### src/design/multi_line_switch_debouncer_unit_macros.svh
// Assertion macros shared by the switch debouncer RTL.
`ifndef MULTI_LINE_SWITCH_DEBOUNCER_UNIT_MACROS_SVH
`define MULTI_LINE_SWITCH_DEBOUNCER_UNIT_MACROS_SVH

// Same-cycle implication, checked on rising clk outside reset.
`define MLSD_ASSERT_NOW(lbl, ante, cons, msg) \
  lbl: assert property (@(posedge clk) disable iff (!rst_n) (ante) |-> (cons)) \
    else $error(msg);

// Next-cycle implication, checked on rising clk outside reset.
`define MLSD_ASSERT_NEXT(lbl, ante, cons, msg) \
  lbl: assert property (@(posedge clk) disable iff (!rst_n) (ante) |=> (cons)) \
    else $error(msg);

`endif

### src/design/mlsd_pkg.sv
// Shared constants and types of the switch debouncer.
package mlsd_pkg;

  localparam int NUM_LINES  = 10;
  localparam int TIME_W     = 32;
  localparam int LINE_IDX_W = $clog2(NUM_LINES);
  localparam int CFG_IDX_W  = 2;
  localparam int CFG_DATA_W = 32;

  // Register indexes of the configuration port.
  localparam logic [CFG_IDX_W-1:0] REG_DEBOUNCE_MS  = 2'd0;
  localparam logic [CFG_IDX_W-1:0] REG_PRESENT_MASK = 2'd1;

  // Reset values of the configuration registers.
  localparam logic [TIME_W-1:0]    DEBOUNCE_RST = TIME_W'(10);
  localparam logic [NUM_LINES-1:0] PRESENT_RST  = {NUM_LINES{1'b1}};

  // Depth of the queue between front and back.
  localparam int QDEPTH = 2;
  localparam int QPTR_W = $clog2(QDEPTH);
  localparam int QCNT_W = $clog2(QDEPTH + 1);

  // One classified poll: lines that newly became active and the poll time.
  typedef struct packed {
    logic [NUM_LINES-1:0] act;
    logic [TIME_W-1:0]    stamp;
  } mlsd_item_t;

endpackage

### src/design/mlsd_front.sv
// Front part: configuration registers, per-line debounce state and poll classification.
module mlsd_front (
  input  logic                          clk,
  input  logic                          rst_n,
  input  logic                          cfg_valid,
  input  logic [mlsd_pkg::CFG_IDX_W-1:0]  cfg_index,
  input  logic [mlsd_pkg::CFG_DATA_W-1:0] cfg_data,
  input  logic                          in_valid,
  output logic                          in_ready,
  input  logic [mlsd_pkg::TIME_W-1:0]    in_poll_time_ms,
  input  logic [mlsd_pkg::NUM_LINES-1:0] in_line_levels,
  output logic                          push_valid,
  input  logic                          push_ready,
  output mlsd_pkg::mlsd_item_t          push_item
);
  import mlsd_pkg::*;

  logic [TIME_W-1:0]    debounce_r;
  logic [NUM_LINES-1:0] present_r;
  logic [NUM_LINES-1:0] level_r;
  logic [TIME_W-1:0]    change_time_r [NUM_LINES];
  logic [NUM_LINES-1:0] change;
  logic [NUM_LINES-1:0] act;
  logic                 accept;

  // Per-line change test: line present, level differs and lockout time has elapsed.
  always_comb begin
    for (int i = 0; i < NUM_LINES; i++) begin
      change[i] = present_r[i] && (in_line_levels[i] != level_r[i]) &&
                  ((in_poll_time_ms - change_time_r[i]) >= debounce_r);
    end
  end

  assign act        = change & in_line_levels;
  assign in_ready   = push_ready;
  assign accept     = in_valid && in_ready;
  assign push_valid = in_valid && (act != '0);
  assign push_item  = '{act: act, stamp: in_poll_time_ms};

  // Configuration writes.
  always_ff @(posedge clk) begin
    if (!rst_n) begin
      debounce_r <= DEBOUNCE_RST;
      present_r  <= PRESENT_RST;
    end else if (cfg_valid) begin
      case (cfg_index)
        REG_DEBOUNCE_MS:  debounce_r <= cfg_data[TIME_W-1:0];
        REG_PRESENT_MASK: present_r  <= cfg_data[NUM_LINES-1:0];
        default: ;
      endcase
    end
  end

  // Store the new level and time of every line that changed.
  always_ff @(posedge clk) begin
    if (!rst_n) begin
      level_r <= '0;
      for (int i = 0; i < NUM_LINES; i++) begin
        change_time_r[i] <= '0;
      end
    end else if (accept) begin
      for (int i = 0; i < NUM_LINES; i++) begin
        if (change[i]) begin
          level_r[i]       <= in_line_levels[i];
          change_time_r[i] <= in_poll_time_ms;
        end
      end
    end
  end

endmodule

### src/design/mlsd_queue.sv
// Short queue of classified polls between the front and back parts.
module mlsd_queue (
  input  logic                 clk,
  input  logic                 rst_n,
  input  logic                 push_valid,
  output logic                 push_ready,
  input  mlsd_pkg::mlsd_item_t push_item,
  output logic                 pop_valid,
  input  logic                 pop_ready,
  output mlsd_pkg::mlsd_item_t pop_item
);
  import mlsd_pkg::*;

  mlsd_item_t        mem_r [QDEPTH];
  logic [QPTR_W-1:0] wr_ptr_r;
  logic [QPTR_W-1:0] rd_ptr_r;
  logic [QCNT_W-1:0] cnt_r;
  logic              push;
  logic              pop;

  assign push_ready = (cnt_r != QCNT_W'(QDEPTH));
  assign pop_valid  = (cnt_r != '0);
  assign pop_item   = mem_r[rd_ptr_r];
  assign push       = push_valid && push_ready;
  assign pop        = pop_valid && pop_ready;

  // Entry storage.
  always_ff @(posedge clk) begin
    if (push) begin
      mem_r[wr_ptr_r] <= push_item;
    end
  end

  // Pointers and fill count.
  always_ff @(posedge clk) begin
    if (!rst_n) begin
      wr_ptr_r <= '0;
      rd_ptr_r <= '0;
      cnt_r    <= '0;
    end else begin
      if (push) begin
        wr_ptr_r <= (wr_ptr_r == QPTR_W'(QDEPTH - 1)) ? '0 : wr_ptr_r + 1'b1;
      end
      if (pop) begin
        rd_ptr_r <= (rd_ptr_r == QPTR_W'(QDEPTH - 1)) ? '0 : rd_ptr_r + 1'b1;
      end
      if (push && !pop) begin
        cnt_r <= cnt_r + 1'b1;
      end else if (pop && !push) begin
        cnt_r <= cnt_r - 1'b1;
      end
    end
  end

endmodule

### src/design/mlsd_back.sv
// Back part: emits one event word per cycle while out_ready is high, lowest active line first.
module mlsd_back (
  input  logic                            clk,
  input  logic                            rst_n,
  input  logic                            q_valid,
  output logic                            q_ready,
  input  mlsd_pkg::mlsd_item_t            q_item,
  output logic                            out_valid,
  input  logic                            out_ready,
  output logic [mlsd_pkg::LINE_IDX_W-1:0] out_event_line,
  output logic [mlsd_pkg::TIME_W-1:0]     out_event_time_ms,
  output logic                            out_last_event
);
  import mlsd_pkg::*;

  logic [NUM_LINES-1:0] act_r;
  logic [NUM_LINES-1:0] act_nxt;
  logic [TIME_W-1:0]    stamp_r;
  logic [NUM_LINES-1:0] low;
  logic [LINE_IDX_W-1:0] idx;
  logic                 busy;
  logic                 last;
  logic                 take;

  // Isolate the lowest pending line and encode its index.
  assign low = act_r & (~act_r + 1'b1);
  always_comb begin
    idx = '0;
    for (int i = 0; i < NUM_LINES; i++) begin
      if (low[i]) begin
        idx = idx | LINE_IDX_W'(i);
      end
    end
  end

  assign busy = (act_r != '0);
  assign last = ((act_r & ~low) == '0);
  assign take = !busy || (out_ready && last);
  assign q_ready = take;

  assign out_valid         = busy;
  assign out_event_line    = idx;
  assign out_event_time_ms = stamp_r;
  assign out_last_event    = last;

  // Next pending set: reload from the queue or drop the line just sent.
  always_comb begin
    act_nxt = act_r;
    if (take) begin
      act_nxt = q_valid ? q_item.act : '0;
    end else if (out_ready) begin
      act_nxt = act_r & ~low;
    end
  end

  always_ff @(posedge clk) begin
    if (!rst_n) begin
      act_r <= '0;
    end else begin
      act_r <= act_nxt;
    end
  end

  always_ff @(posedge clk) begin
    if (take && q_valid) begin
      stamp_r <= q_item.stamp;
    end
  end

endmodule

### src/design/multi_line_switch_debouncer_unit.sv
// Top level of the multi-line switch debouncer.
//
//   channel | direction | words                 | handshake
//   in_     | input     | one poll              | in_valid / in_ready
//   out_    | output    | one activation event  | out_valid / out_ready
//   cfg_    | input     | one register write    | cfg_valid / cfg_ready
//
// A poll is classified and its line state updated in the cycle it is accepted.
// A poll that activates k lines gives k event words (at most ten), one per cycle while
// out_ready is high; a poll with no activation never enters the queue. When idle,
// an accepted poll passes the queue entry and the back part's pending register before
// its first word leaves. in_ready drops only while the two-entry queue is full; reset
// is synchronous, and cfg_ready is always high.
`include "multi_line_switch_debouncer_unit_macros.svh"

module multi_line_switch_debouncer_unit (
  input  logic                            clk,
  input  logic                            rst_n,
  input  logic                            cfg_valid,
  output logic                            cfg_ready,
  input  logic [mlsd_pkg::CFG_IDX_W-1:0]  cfg_index,
  input  logic [mlsd_pkg::CFG_DATA_W-1:0] cfg_data,
  input  logic                            in_valid,
  output logic                            in_ready,
  input  logic [mlsd_pkg::TIME_W-1:0]     in_poll_time_ms,
  input  logic [mlsd_pkg::NUM_LINES-1:0]  in_line_levels,
  output logic                            out_valid,
  input  logic                            out_ready,
  output logic [mlsd_pkg::LINE_IDX_W-1:0] out_event_line,
  output logic [mlsd_pkg::TIME_W-1:0]     out_event_time_ms,
  output logic                            out_last_event
);
  import mlsd_pkg::*;

  logic       push_valid;
  logic       push_ready;
  mlsd_item_t push_item;
  logic       q_valid;
  logic       q_ready;
  mlsd_item_t q_item;

  assign cfg_ready = 1'b1;

  // Front: classify polls and keep per-line state.
  mlsd_front u_front (
    .clk             (clk),
    .rst_n           (rst_n),
    .cfg_valid       (cfg_valid),
    .cfg_index       (cfg_index),
    .cfg_data        (cfg_data),
    .in_valid        (in_valid),
    .in_ready        (in_ready),
    .in_poll_time_ms (in_poll_time_ms),
    .in_line_levels  (in_line_levels),
    .push_valid      (push_valid),
    .push_ready      (push_ready),
    .push_item       (push_item)
  );

  // Queue between the two sides.
  mlsd_queue u_queue (
    .clk        (clk),
    .rst_n      (rst_n),
    .push_valid (push_valid),
    .push_ready (push_ready),
    .push_item  (push_item),
    .pop_valid  (q_valid),
    .pop_ready  (q_ready),
    .pop_item   (q_item)
  );

  // Back: serialize events.
  mlsd_back u_back (
    .clk               (clk),
    .rst_n             (rst_n),
    .q_valid           (q_valid),
    .q_ready           (q_ready),
    .q_item            (q_item),
    .out_valid         (out_valid),
    .out_ready         (out_ready),
    .out_event_line    (out_event_line),
    .out_event_time_ms (out_event_time_ms),
    .out_last_event    (out_last_event)
  );

  // Design checks.
  `MLSD_ASSERT_NOW(a_line_range, out_valid, out_event_line < LINE_IDX_W'(NUM_LINES), "event line out of range")
  `MLSD_ASSERT_NEXT(a_more_events, out_valid && out_ready && !out_last_event, out_valid, "event burst ended early")
  `MLSD_ASSERT_NEXT(a_drain, out_valid && out_ready && out_last_event && !q_valid, !out_valid, "event after last word")

endmodule
### config.mk
export PLATFORM = sky130hd
export DESIGN_NAME = multi_line_switch_debouncer_unit
export DESIGN_NICKNAME = d
export VERILOG_FILES = /design/src/design/mlsd_pkg.sv /design/src/design/mlsd_front.sv /design/src/design/mlsd_queue.sv /design/src/design/mlsd_back.sv /design/src/design/multi_line_switch_debouncer_unit.sv
export VERILOG_INCLUDE_DIRS = /design/src /design/src/design
export SDC_FILE = /design/constraint.sdc
export NUM_CORES = 2
export LEC_CHECK = 0
export BUFFER_PORTS_ARGS = -buffer_cell sky130_fd_sc_hd__buf_2
export CAP_MARGIN = 30
export CORE_UTILIZATION = 60
export DETAILED_ROUTE_END_ITERATION = 8
export PLACE_DENSITY = 0.74
export SLEW_MARGIN = 5
export SYNTH_ARGS = -nofsm -noshare
export SYNTH_HDL_FRONTEND = slang
export SYNTH_SLANG_ARGS = --single-unit
### constraint.sdc
create_clock -name clk -period 21.7 [get_ports clk]
set_input_delay 1.085 -clock clk [delete_from_list [all_inputs] [get_ports clk]]
set_output_delay 1.085 -clock clk [all_outputs]
set_load 0.02 [all_outputs]
* After elaboration in Yosys (flattened, before gate mapping)
Memory sizes are Yosys's and may differ from the RTL's. A register that Yosys moved wholly into a read port is not among the register bits.
Index checks and enable logic that the tools add are counted.
** Operators by class
- Add/sub/neg operators :: 15
- Reductions and logical operators :: 50
- Muxes and demuxes :: 71
- Equal/unequal tests :: 12
- Multiply operators :: 0
- $lt $le $gt $ge :: 10
- Shift operators :: 0
- Div/mod/pow operators :: 0
- Bitwise gates (word level) :: 15
** Operators with widths (count)
- 32-bit >= comparator :: 10
- 32-bit two-way mux :: 10
- 32-bit subtractor :: 10
- 1-bit two-way mux :: 48
- 10-bit bitwise AND :: 3
- 10-bit two-way mux :: 3
- 1-bit logical AND :: 27
- 2-bit AND reduction :: 12
- 10-bit inverter :: 2
- 10-bit nonzero test :: 2
- 3-bit two-way mux :: 4
- 10-bit by 1-bit adder with 10-bit output, second input constant :: 1
- 10-bit zero test :: 1
- 1-bit != test :: 10
- 1-bit bitwise OR :: 10
- 2-bit two-way mux :: 4
- 4-bit two-way mux :: 2
- 2-bit nonzero test :: 3
- 1-bit zero test :: 3
- 1-bit adder, second input constant :: 2
- 2-bit by 1-bit adder with 2-bit output, second input constant :: 1
- 2-bit by 1-bit equality test with 1-bit output, second input constant :: 1
- 2-bit zero test :: 1
- 2-bit != test, second input constant :: 1
- 2 further kinds :: 2
** Word-level totals
- Register bits after elaboration :: 98
- Memories kept :: 2
- Bits in latches :: 0
- RAM bits :: 404
- Output and inout bits :: 40
- Bits of input ports :: 81
- Logic and storage cells :: 192
- Bits in read-only memories :: 0
** Memories
- u_front.change_time_r :: depth 10, bits a word 32, read ports 10, clocked after Yosys merged registers in 0, write ports 10, line mlsd_front.sv:21 : logic [TIME_W-1:0] change_time_r [NUM_LINES];
- u_queue.mem_r :: depth 2, bits a word 42, read ports 1, clocked after Yosys merged registers in 1, write ports 1, line mlsd_queue.sv:14 : mlsd_item_t mem_r [QDEPTH];

* Longest topological paths before layout
- Word-level depth :: 12
- Depth in mapped cells :: 28
- Gate-level depth less buffers :: 27

* Modules after synthesis
Synthesis repeated with hierarchy kept, for this count alone.
** Unflattened totals
- Cells, all modules :: 4375
- Area total of the unflattened synthesis :: 41638.7 µm²
** By module, submodules not included
- mlsd_front :: sequential area each 10650.2 µm², instances 1, area each 36630.1 µm², cells an instance 4087
- mlsd_queue :: sequential area each 2622.5 µm², instances 1, area each 3263.1 µm², cells an instance 155
- mlsd_back :: sequential area each 1161.1 µm², instances 1, area each 1734.2 µm², cells an instance 131
- multi_line_switch_debouncer_unit :: sequential area each 0.0 µm², instances 1, area each 11.3 µm², cells an instance 2

* Worst setup path before layout
No wires, ideal clock.
- Path type :: input to register
- From :: input in_poll_time_ms[0] in the netlist's numbering
- To :: memory u_front.change_time_r[4][0] (netlist: u_front.change_time_r[0][128]) (enable)
- Path slack :: 13654 ps
- Required time :: 21233 ps
- Arrival :: 7578 ps
- Cell stages on the path :: 23
- Library setup time :: 467 ps
- Cells stage by stage :: inv_1 > clkbuf_1 > ha_1 > inv_1 > fa_1 > a211oi_1 > o21ai_1 > nand3b_1 > a21oi_1 > o2111ai_1 > a21oi_1 > o31a_1 > o31ai_1 > nor3_1 > a311o_1 > ha_1 > o21ai_0 > a21oi_1 > o211ai_1 > a311oi_1 > nor3_1 > nand2b_1 > o21ai_0
** RTL lines
- from (decl) :: line multi_line_switch_debouncer_unit.sv:25 : input logic [mlsd_pkg::TIME_W-1:0] in_poll_time_ms,
- to (decl) :: line mlsd_front.sv:21

==> impl_metrics.tcl <==
set metrics [dict create \
    status "finished, final reports clean" \
    drive_above_1_share_pct 8.48 \
    synthArstFlopShare_pct 0 \
    synthToLayoutAreaGrowth_pct 10.5 \
    synth.distinct_cells 103 \
    ys_seq_elements 503 \
    cts_tree "built" \
    min_from "u_front.debounce_r[25]" \
    htree_levels 2 \
    drtIter0Drc 2372 \
    gr-max-usage-layer "met2" \
    die_width_um 264 \
    core_area_um2 67500 \
    min_to "u_front.debounce_r[25]" \
    hold_path_depth 2 \
    crit_type "in2reg" \
    root_buffer "clkbuf_16" \
    cts_resized 0 \
    avgSynthCellArea_um2 9.55 \
    irDropWorstVdd_uv 78.1 \
    die_area_um2 69500 \
    numCtsBuffers 59 \
    synth_flop_cell "edfxtp_1" \
    drc 0 \
    wl_per_cell_um 20.2 \
    seq_area_um2 14400 \
    die_y_um 264 \
    ys.warnings.count 0 \
    grt_pass1_wl_um 169000 \
    yosys.area.top_type_share_pct 31.9 \
    cts_setup_buffers 0 \
    synthTopCellsByArea "edfxtp_1, ha_1, and2_1, xnor2_1, inv_1" \
    syn-num-nets 5025 \
    boundaryPins 121 \
    syn_area_um2 41100 \
    critPathLaunch "in_poll_time_ms[0]" \
    fillCellCount 5430 \
    hold_path.class "reg2reg" \
    startpoint_type "primary input" \
    synth.largest_area_cell "edfxtp_1" \
    gp_congestion 0.953 \
    rsz0062_at_grt "no" \
    synth_cells 4303 \
    place.detailed.hpwl_um 79000 \
    viasPerCell 6.06 \
    nets 5214 \
    wl_um 109000 \
    clock_path_buffers 3 \
    grt_util_met1_pct 41.0 \
    initial_core_util_pct 60.9 \
    r2r-end "u_queue.mem_r[0][5]" \
    worstPathArrival_ns 7.94 \
    worst_setup_path_end_kind "register" \
    synth_edf_count 436 \
    max_freq_mhz 132 \
    finalSetupTns_ns 0 \
    grt_pass1_vias 31300 \
    seq_area_frac_synth_pct 35.1 \
    p_leak_nw 19.2 \
    drtAntennaViolNets 0 \
    dp_slack_ns 13.80 \
    antenna_found_initial 3 \
    clk_latency_ns 0.65 \
    maxCapViolations 0 \
    multi_input_area_um2 24900 \
    hold_buffers 0 \
    met3_usage_pct 3.91 \
    finalHoldViolCount 0 \
    grt_max_degree 70 \
    rows 95 \
    cp_top_family "compound AO/OA/AOI/OAI gates" \
    final_max_slew_viol_count 0 \
    relSlewSlack_pct 33.5 \
    grtUsageTotal_pct 31.2 \
    timing.rr.start "u_front.change_time_r[0][224]" \
    io_buffers 119 \
    rrSetupSlack_ns 14.87 \
    critical-path-max-stage-delay_ns 0.81 \
    grt_use_met2_pct 51.1 \
    overflow 0 \
    power.total_mw 4.51 \
    cp_max_fo 24 \
    clock_skew_ns 0.0214 \
    clock-sinks 503 \
    required_ns 22.05 \
    vias 32800 \
    setup_slack_ns 14.11 \
    min_period_ns 7.59 \
    cts.clk_slew.worst_paths_ns 0.06 \
    post-route-period-util_pct 35.0 \
    worstMarginPinSlew_ns 0.985 \
    crit_slowest_cell "o41ai_1" \
    first_pass_iters 5 \
    setup_viol 0 \
    rr_worst_depth 22 \
    power_per_cell_area_nw_per_um2 99.2 \
    crit_buf_inv 5 \
]
-- metrics by stage --
stage	instance area (um2)	hold slack, ns	util, %	std cells
after CTS	45400	0.467	67.2	5413
after global placement	43100	0.454	63.8	5291
after detailed placement	43300	0.459	64.2	5302
after global routing	45400	0.486	67.2	5416
final	45400	0.464	67.3	5417
after floorplan	41100	0.441	-	4303
-- power by group --
group | total [mW] | switching (mW) | internal [mW]
sequential | 1.33 | 0.0568 | 1.27
combinational | 2.12 | 1.24 | 0.878
clock | 1.06 | 0.426 | 0.632
-- per-layer routing --
metal	vias up	share of wire (%)
li1	16000	-
met1	15500	43
met2	1071	45
met3	260	7.0
met4	0	4.9
met5	-	0
-- state kept, by name, indices dropped and copies added (netlist names), named ones only --
| signal | cells |
|---|---|
| u_front.level_r | 10 |
| u_queue.mem_r | 84 |
| u_front.change_time_r | 320 |
| u_back.act_r | 10 |
| u_queue.rd_ptr_r | 1 |
| u_front.present_r | 10 |
| u_queue.cnt_r | 2 |
| u_front.debounce_r | 32 |
| u_back.out_event_time_ms | 32 |
| u_queue.wr_ptr_r | 1 |
-- cells in the mapped netlist, drive strengths merged, types with 13 or more instances --
cell type,count
clkbuf,53
mux2,32
ha,631
inv,445
and2,337
o31ai,17
nand2b,53
xor2,79
a31oi,33
nand2,252
a21o,155
o21bai,44
o21a,59
a21oi,325
nor3,61
xnor2,205
o2111ai,13
nor4,15
dfxtp,67
nand4,56
nor2b,42
edfxtp,436
o211ai,35
o21ai,229
and3,27
a21boi,38
a211oi,48
a2111oi,22
nor2,219
nand3,69
-- tightest hold or removal path, cell delays in order, from the launching register on --
cell	delay [ns]
dfxtp_1	0.31
nand2_1	0.04
a21boi_0	0.06
-- cell families after synthesis --
group	synth area share (%)
flops	35.1
xor+xnor	6.05
mux	1.12
simple gates	15.3
other cells	0.00913
buf+inv	4.69
fa+ha+maj	19.7
compound gates	18.0
-- cell usage in the layout (no fill, tap or decap), drive strengths merged, types with 11 or more instances in the layout --
cell type	n
bufinv	11
nand4	56
o21ai	229
xor2	79
or2	11
o21bai	44
and4	11
nand2	252
and2	337
o21a	59
inv	448
nor4	15
nand2b	53
xnor2	205
a21o	155
a31oi	33
edfxtp	436
a2111oi	22
dfxtp	67
o22ai	11
nor2	219
a21oi	325
clkinv	23
nor2b	42
a211oi	48
mux2	32
clkbuf	68
a21boi	38
o31ai	17
and3	27
nor3	61
o211ai	35
nand3	69
or3	12
o2111ai	13
ha	631
buf	190
-- area by class of cell --
type	count	share of cell area [%]
diodes	2	0.0110
clock buffers	68	3.33
clock inverters	43	1.18
inverters	445	3.68
multi-input cells	3293	54.7
flip-flops and latches	503	31.8
well taps	873	2.41
repair buffers	190	2.87
-- worst max-delay path by stage --
| stage | endpoint | slack (ns) | cells after the start |
|---|---|---|---|
| after floorplan | u_front.change_time_r[0][128] | 13.65 | 23 |
| after global placement | u_queue.mem_r[1][2] | 13.85 | 26 |
| after detailed placement | u_queue.mem_r[0][3] | 13.80 | 25 |
| after CTS | u_queue.mem_r[0][5] | 14.41 | 25 |
| after global routing | u_queue.mem_r[1][4] | 13.84 | 25 |
| final | u_queue.mem_r[0][5] | 14.11 | 25 |
No activity file was read; power rests on OpenSTA's default activity.
